File: config.mk
export PLATFORM = sky130hd
export DESIGN_NAME = ibca_div
export DESIGN_NICKNAME = d
export VERILOG_FILES = /design/src/ibca_pkg.sv /design/src/ibca_div.sv
export SDC_FILE = /design/constraint.sdc
export NUM_CORES = 1
export LEC_CHECK = 0
export BUFFER_PORTS_ARGS = -buffer_cell sky130_fd_sc_hd__buf_2
export CORE_UTILIZATION = 54
export DETAILED_ROUTE_END_ITERATION = 6
export GPL_ROUTABILITY_DRIVEN = 0
export PLACE_DENSITY = 0.85
export SKIP_LAST_GASP = 1
export SLEW_MARGIN = 20
export SYNTH_ARGS = -nofsm -noshare
export SYNTH_HDL_FRONTEND = slang
export SYNTH_SLANG_ARGS = --single-unit
File: constraint.sdc
create_clock -name clk -period 3.2 [get_ports clk]
set_clock_uncertainty 0.1 [all_clocks]
set_input_delay 0.64 -clock clk [delete_from_list [all_inputs] [get_ports clk]]
set_output_delay 0.64 -clock clk [all_outputs]
set_load 0.005 [all_outputs]
File: src/ibca_pkg.sv
// Shared types, constants and helpers for the interval bin coverage accumulator.
package ibca_pkg;

    localparam int CHROMOSOMES_DEF = 23;
    localparam int BINS_PER_CHROMOSOME_DEF = 256;

    localparam int CHR_W = 5;
    localparam int POS_W = 28;
    localparam int SCORE_W = 32;
    localparam int BIN_SIZE_W = 24;
    localparam int COV_W = 24;
    localparam int STATUS_W = 2;
    localparam int FRAC_SHIFT = 16;
    localparam int FRAC_W = FRAC_SHIFT + 1;
    localparam int DVD_W = BIN_SIZE_W + FRAC_SHIFT;
    localparam int DIV_CNT_W = $clog2(DVD_W);
    localparam int CFG_IDX_W = 2;
    localparam int CFG_DATA_W = 32;
    localparam int S_TDATA_W = 96;
    localparam int M_TDATA_W = 32;

    localparam logic [BIN_SIZE_W-1:0] BIN_SIZE_RST = 24'd1000000;
    localparam logic [COV_W-1:0] COV_ONE = 24'h010000;
    localparam logic [COV_W-1:0] COV_MAX = 24'hFFFFFF;

    localparam logic [CFG_IDX_W-1:0] CFG_BIN_SIZE = 2'd0;
    localparam logic [CFG_IDX_W-1:0] CFG_THRESHOLD = 2'd1;

    localparam logic REQ_ADD = 1'b0;
    localparam logic REQ_READ = 1'b1;

    typedef enum logic [STATUS_W-1:0] {
        ST_DONE  = 2'd0,
        ST_SKIP  = 2'd1,
        ST_RANGE = 2'd2
    } status_t;

    typedef struct packed {
        logic                  go;
        logic [DVD_W-1:0]      dividend;
        logic [BIN_SIZE_W-1:0] divisor;
    } div_req_t;

    function automatic logic [COV_W-1:0] sat_add(input logic [COV_W-1:0] a,
                                                 input logic [FRAC_W-1:0] f);
        logic [COV_W:0] sum;
        begin
            sum = {1'b0, a} + (COV_W+1)'(f);
            sat_add = sum[COV_W] ? COV_MAX : sum[COV_W-1:0];
        end
    endfunction

endpackage

File: src/ibca_div.sv
// Bit-serial restoring divider, one quotient bit per cycle.
module ibca_div (
    input  logic                              clk,
    input  logic                              rst_n,
    input  ibca_pkg::div_req_t                req,
    output logic                              done,
    output logic [ibca_pkg::DVD_W-1:0]        quotient,
    output logic [ibca_pkg::BIN_SIZE_W-1:0]   remainder
);

    localparam int DW = ibca_pkg::DVD_W;
    localparam int BW = ibca_pkg::BIN_SIZE_W;
    localparam int CW = ibca_pkg::DIV_CNT_W;

    logic          busy_reg;
    logic          done_reg;
    logic [CW-1:0] cnt_reg;
    logic [DW-1:0] dvd_reg;
    logic [BW-1:0] rem_reg;
    logic [BW-1:0] dvs_reg;

    logic [BW:0]   shifted;
    logic [BW:0]   diff;
    logic          ge;

    assign shifted = {rem_reg, dvd_reg[DW-1]};
    assign diff    = shifted - {1'b0, dvs_reg};
    assign ge      = shifted >= {1'b0, dvs_reg};

    always_ff @(posedge clk or negedge rst_n)
    begin
        if (!rst_n)
        begin
            busy_reg <= 1'b0;
            done_reg <= 1'b0;
            cnt_reg  <= '0;
        end
        else
        begin
            done_reg <= 1'b0;
            if (req.go)
            begin
                busy_reg <= 1'b1;
                cnt_reg  <= '0;
            end
            else if (busy_reg)
            begin
                if (cnt_reg == CW'(DW - 1))
                begin
                    busy_reg <= 1'b0;
                    done_reg <= 1'b1;
                end
                cnt_reg <= cnt_reg + 1'b1;
            end
        end
    end

    always_ff @(posedge clk)
    begin
        if (req.go)
        begin
            dvd_reg <= req.dividend;
            dvs_reg <= req.divisor;
            rem_reg <= '0;
        end
        else if (busy_reg)
        begin
            dvd_reg <= {dvd_reg[DW-2:0], ge};
            rem_reg <= ge ? diff[BW-1:0] : shifted[BW-1:0];
        end
    end

    assign done      = done_reg;
    assign quotient  = dvd_reg;
    assign remainder = rem_reg;

endmodule
==> results of run 1 <==
-- worst paths after layout --
| path | startpoint | end | depth (start not counted) |
|---|---|---|---|
| max reg2reg | quotient[39] | remainder[22] | 11 |
| min in group asynchronous | rst_n | cnt_reg[2] | 2 |
| min reg2reg | remainder[1] | remainder[1] | 2 |
| min | req[1] | dvs_reg[1] | 1 |
| max | quotient[39] | remainder[22] | 11 |
| max in group asynchronous | rst_n | done | 2 |
-- worst register-to-register path, delay by kind of cell (launching register included) --
family	cells	cell delay, ns
buf+inv	1	0.05
simple gates	3	0.55
compound gates	5	1.08
flops	1	0.37
fa+ha+maj	2	0.62
-- final cells by class --
type	count	share of cell area, %
clock buffers	10	2.08
clock inverters	6	0.592
inverters	32	1.96
multi-input cells	304	38.6
flip-flops and latches	96	42.4
well taps	129	2.63
repair buffers	137	11.7
-- synth_stat cells (6+ instances only) --
cell type and instances:
edfxtp_1 64, mux2_2 39, nor2_1 33, inv_1 32, ha_1 25, nand2_1 25, a21oi_1 24, dfxtp_1 24
a211oi_1 17, mux2i_1 15, clkbuf_1 12, xnor2_1 12, xor2_1 12, o21ai_0 10, a21o_1 9, dfrtp_1 8
nand4b_1 7, o211ai_1 7, nor3_1 6
-- kinds of logic (layout without fill, tap and decap cells) --
group	Yosys count	count (layout)	synth area share, %
compound gates	96	96	13.6
xor+xnor	24	24	4.06
fa+ha+maj	26	26	6.43
buf+inv	50	185	4.06
flops	96	96	50.2
mux	54	54	11.4
simple gates	104	104	10.2
-- stage by stage --
stage          setup WS [ns]  instances  util (%)
4_1_cts                0.359        714      66.1
3_5_place_dp           0.392        697      64.2
3_3_place_gp           0.500        697      64.2
6_report               0.322        714      66.1
5_1_grt                0.112        714      66.1
2_1_floorplan          0.663        450         -
-- routing by layer --
layer | global-route usage, % | wire [um]
met1 | 29.6 | 4820
met2 | 39.0 | 5320
met3 | 6.62 | 765
met4 | 5.43 | 97
met5 | 0 | 0
-- power breakdown --
group	switching [uW]	total (uW)	internal [uW]
clock	419	700	281
sequential	40.3	1460	1420
combinational	166	346	180
total	626	2500	1880
==> summary.txt, run 1 <==
Die
  • Io pins: about 130
  • Die height: 99.9 um
  • Full die area: 0.00999 mm2
  • Site Rows: 35
  • Area of the core: roughly 0.0093 mm2
  • Die width: about 100 um
  • Initial Util: roughly 56%

CTS
  • CTS max path bufs: 2
  • Clock Tree Root: clkbuf_8
  • CTS buffer count: 9
  • Post-CTS Repair Setup Buffers: 0
  • H-tree lvl count: 3
  • Clock transition at path regs: roughly 0.10 ns
  • Clock sinks: 96
  • CTS tree: yes
  • Clk_lat worst skew: around 0.35 ns
  • Cts hold-fix bufs: 1
  • Post-cts resize count: 0

Setup path
  • Data arrival time of the worst path: about 3.1 ns
  • Slowest-stage cell, CP: fa_1
  • CP startpoint kind: flop
  • Setup CP Type: flop to flop
  • Top delay family on crit path: compound AO/OA/AOI/OAI gates
  • Crit. End Element: flop
  • Required time worst endpoint: about 3.4 ns
  • Worst path max stage delay: ~0.40 ns
  • Crit path buf inv count: 1
  • CP cell instances: inv_1 > ha_1 > fa_1 > nand2b_1 > a21oi_1 > o211ai_1 > a31oi_1 > a21o_1 > nor4b_1 > nor4_1 > o31ai_1
  • Reg-to-reg setup timing slack: 0.32 ns
  • Worst-path fanout max: 4

Logic synthesis
  • Synth top area share: between 30% and 40%
  • Post-synth EDFFs: 64
  • Mean Syn Cell Area: roughly 12 um2
  • Synthesized area: slightly above 0.005 mm2
  • Number of synthesized register bits: 96
  • Post-Syn Instances: between 400 and 500
  • Synth unique cells: 61
  • Post-synth net total: ~540
  • Total of warnings raised by yosys: 0
  • Sequential cell area fraction in the yosys report: 50.2%
  • Post-synth ARST share: under 10%
  • Largest cells by area after synthesis: edfxtp_1 (37%), dfxtp_1 (9.3%), mux2_2 (8.5%)
  • Main synth FF type: edfxtp_1
  • Area leader, netlist: edfxtp_1

Routing
  • Post-route ant nets: 0
  • Final wirelength: 11000 um
  • Via Count: ~3900
  • DR vias/cell: roughly 5.5
  • WL per Instance: ~15 um
  • First-pass iteration count of the detailed router: 5
  • DRT iter0 DRCs: 187
  • DRC viols: 0

Timing
  • Slew Viols, Final: 0
  • WHS: 0.352 ns
  • Least-Margin Pin Slew: 0.489 ns
  • Period utilization: roughly nine tenths
  • Achievable Freq: 347 MHz
  • Final setup TNS: 0 ns
  • Unrepaired setup endpoints after global routing: false
  • Count of final hold-check violations: 0
  • Max_slew headroom: about two thirds
  • Endpoints failing setup: 0
  • Min Tclk post-route: 2.88 ns

Final layout
  • Layout area overhead: 18.4%
  • Register area: between 0.002 and 0.003 mm2
  • Final instance area: about 0.0061 mm2
  • Filler cells: ~730
  • Max reg flops: 40
  • Final net count: between 600 and 700
  • Area occupied by multi-input gates: 0.00237 mm2
  • Most frequent cells in the layout: buf_2 (130), edfxtp_1 (64), mux2_2 (39), nor2_1 (33), inv_1 (32)
  • Most common cell after layout, fill and taps aside: buf_2
  • Layout cell share with drive strength beyond 1: 34.2%
  • # diodes: 0

Global routing
  • Antenna violations before repair: 0
  • Vias in the first global route: 3847
  • GRT Overall Usage: between 20% and 30%
  • First-pass GRT wire length: around 18000 um
  • Largest net degree at the start of global routing: 52
  • Grt ovf: 0

Power and ir drop
  • Pwr Total: ~2500 uW
  • P per Cell Area: 408 mW/mm2
  • Peak supply drop: roughly 350 uV
  • LEAKAGE: 0.00286 uW

Placed design
  • Port Buffers: 131
  • DP Area: 0.00596 mm2
  • DP HPWL: roughly 8000 um

Flow run
  • Maxcap violations: 0

Outcome
  • Status: complete, no violations

Hold path
  • HP Class: input port to flop
Power figures use the tool's default switching activity.
==> run 2, diff against run 1 <==
--- a/config.mk
+++ b/config.mk
@@ -6,6 +6,7 @@
 export NUM_CORES = 1
 export LEC_CHECK = 0
 export BUFFER_PORTS_ARGS = -buffer_cell sky130_fd_sc_hd__buf_2
+export CORE_MARGIN = 2
 export CORE_UTILIZATION = 54
 export DETAILED_ROUTE_END_ITERATION = 6
 export GPL_ROUTABILITY_DRIVEN = 0
==> run 2 against run 1 <==
Compared with the run above:
- cell area up 0.29%
- non-clock buffer count unchanged
- clock-buffer cell count down 1
- register-to-register slack got worse by 0.03 ns
- setup slack got worse by 0.032 ns
- critical path depth unchanged
- die area is 4.0% higher
- core utilization is 0.19 points higher
- routed wire length rose by 1.3%
- highest routed layer unchanged
==> summary.txt, run 2 (synthesis gave the netlist of run 1 again) <==
Global routing
  • Grt ovf: 0
  • GRT Overall Usage: between 20% and 30%
  • First-pass GRT wire length: 18000 um
  • Largest net degree at the start of global routing: 59
  • Vias in the first global route: 3836
  • Antenna violations before repair: 0

Placed design
  • Pre-CTS setup slack: 0.407 ns
  • DP HPWL: around 8000 um
  • Dpl cells: 697
  • Port Buffers: 131

Die
  • Die width: about 100 um
  • Die height: ~100 um
  • Initial Util: between 50 and 60%
  • Io pins: between 100 and 150
  • Site Rows: 35
  • Full die area: 0.0104 mm2
  • Area of the core: just over 0.009 mm2

Final layout
  • Layout cell share with drive strength beyond 1: between 30% and 40%
  • Final Instance Count excl. Fillers: just over 700
  • Max reg flops: 40
  • Layout area overhead: 18.7%
  • Final net count: 673
  • Final core utilization: 66.3%
  • Most frequent cells in the layout: buf_2 (130), edfxtp_1 (64), mux2_2 (39), nor2_1 (33), inv_1 (32)
  • # diodes: 0
  • Most common cell after layout, fill and taps aside: buf_2

Timing
  • Period utilization: between 90% and 100%
  • Unrepaired setup endpoints after global routing: false
  • Endpoints failing setup: 0
  • Slew Viols, Final: 0
  • Final setup TNS: 0 ns
  • Least-Margin Pin Slew: roughly 0.66 ns
  • Max_slew headroom: roughly 56%
  • Final worst slack: slightly below 0.3 ns
  • Min Tclk post-route: just under 3 ns
  • Achievable Freq: ~340 MHz
  • Count of final hold-check violations: 0

Outcome
  • Status: complete, no violations

CTS
  • Clk_lat worst skew: about 0.36 ns
  • Clock sinks: between 90 and 100
  • H-tree lvl count: 3
  • Post-cts resize count: 0
  • CTS tree: yes
  • CTS buffer count: 9
  • CTS max path bufs: 2
  • Clock Tree Root: clkbuf_8
  • Clock transition at path regs: 0.10 ns

Power and ir drop
  • LEAKAGE: ~0.0029 uW
  • Peak supply drop: 240 uV
  • P per Cell Area: between 400 and 500 mW/mm2

Routing
  • DR vias/cell: roughly 5.5
  • DRC viols: 0
  • First-pass iteration count of the detailed router: 5
  • WL per Instance: 15.6 um
  • DRT iter0 DRCs: 202
  • Final wirelength: 11100 um
  • Via Count: 3917
  • Post-route ant nets: 0

Setup path
  • Reg-to-reg setup timing slack: 0.29 ns
  • CP startpoint kind: flop
  • Cells on worst reg2reg path: 11
  • Data arrival time of the worst path: slightly above 3 ns
  • Worst-path fanout max: 4
  • Required time worst endpoint: around 3.4 ns
  • Setup CP Type: flop to flop
  • Crit. End Element: flop
  • Reg2reg end: remainder[22]
  • R2r startpoint: quotient[39]

Hold path
  • HP Class: input port to flop
  • Worst Min Path Start: req[8]
  • Hold Path Cell Cnt: 1
  • Worst Hold End: dvs_reg[8]

Flow run
  • Maxcap violations: 0
-- run 2: worst max path at each step --
stage	start	endpoint	slack (ns)	depth (start not counted)
detailed placement	quotient[39]	remainder[22]	0.41	11
global placement	quotient[39]	remainder[22]	0.46	11
floorplan	quotient[39]	remainder[22]	0.66	11
finish	quotient[39]	remainder[22]	0.29	11
CTS	quotient[39]	remainder[22]	0.31	11
global route	quotient[39]	remainder[22]	0.06	11
-- run 2: stage by stage --
stage / area, um2 / hold slack (ns) / total power, uW
after global placement: 5950 / 0.389 / 1810
after floorplan: 5180 / 0.244 / 1680
after detailed placement: 5950 / 0.390 / 1830
final: 6150 / 0.344 / 2600
after CTS: 6150 / 0.326 / 2620
after global routing: 6150 / 0.328 / 2700
-- run 2: what timing repair did --
action | in CTS | in global routing
buffers inserted | 0 | 0
endpoints found under the hold margin | 8 | 0
hold buffers | 1 | 0
-- run 2: worst max-delay path, stage by stage, from the launching register on --
cell and delay [ns]:
edfxtp_1 0.37, inv_1 0.05, ha_1 0.22, fa_1 0.41, nand2b_1 0.18, a21oi_1 0.21
o211ai_1 0.15, a31oi_1 0.35, a21o_1 0.22, nor4b_1 0.26, nor4_1 0.11, o31ai_1 0.19
-- run 2: layout make-up --
class                      instances  area, um2
clock inverter                     7       70.1
timing repair buffer             137        706
sequential                        96       2600
inverter                          32        120
fill                             731       3130
multi-input combinational        304       2370
clock buffer                       9        124
tap                              129        161
-- run 2: layer usage --
metal	part of all wire, %	global-route usage (%)	vias up	wire (um)
li1	-	-	1932	-
met1	43	27.2	1851	4840
met2	48	37.2	121	5330
met3	7.4	5.68	13	821
met4	1.3	7.59	0	144
met5	0	0	-	0
-- run 2: power breakdown --
part / internal, uW / switching, uW / leakage, uW / total, uW
Combinational: 178 / 166 / 0.00182 / 345
Sequential: 1420 / 40.6 / 0.000957 / 1460
Clock: 360 / 437 / 0.0000893 / 797
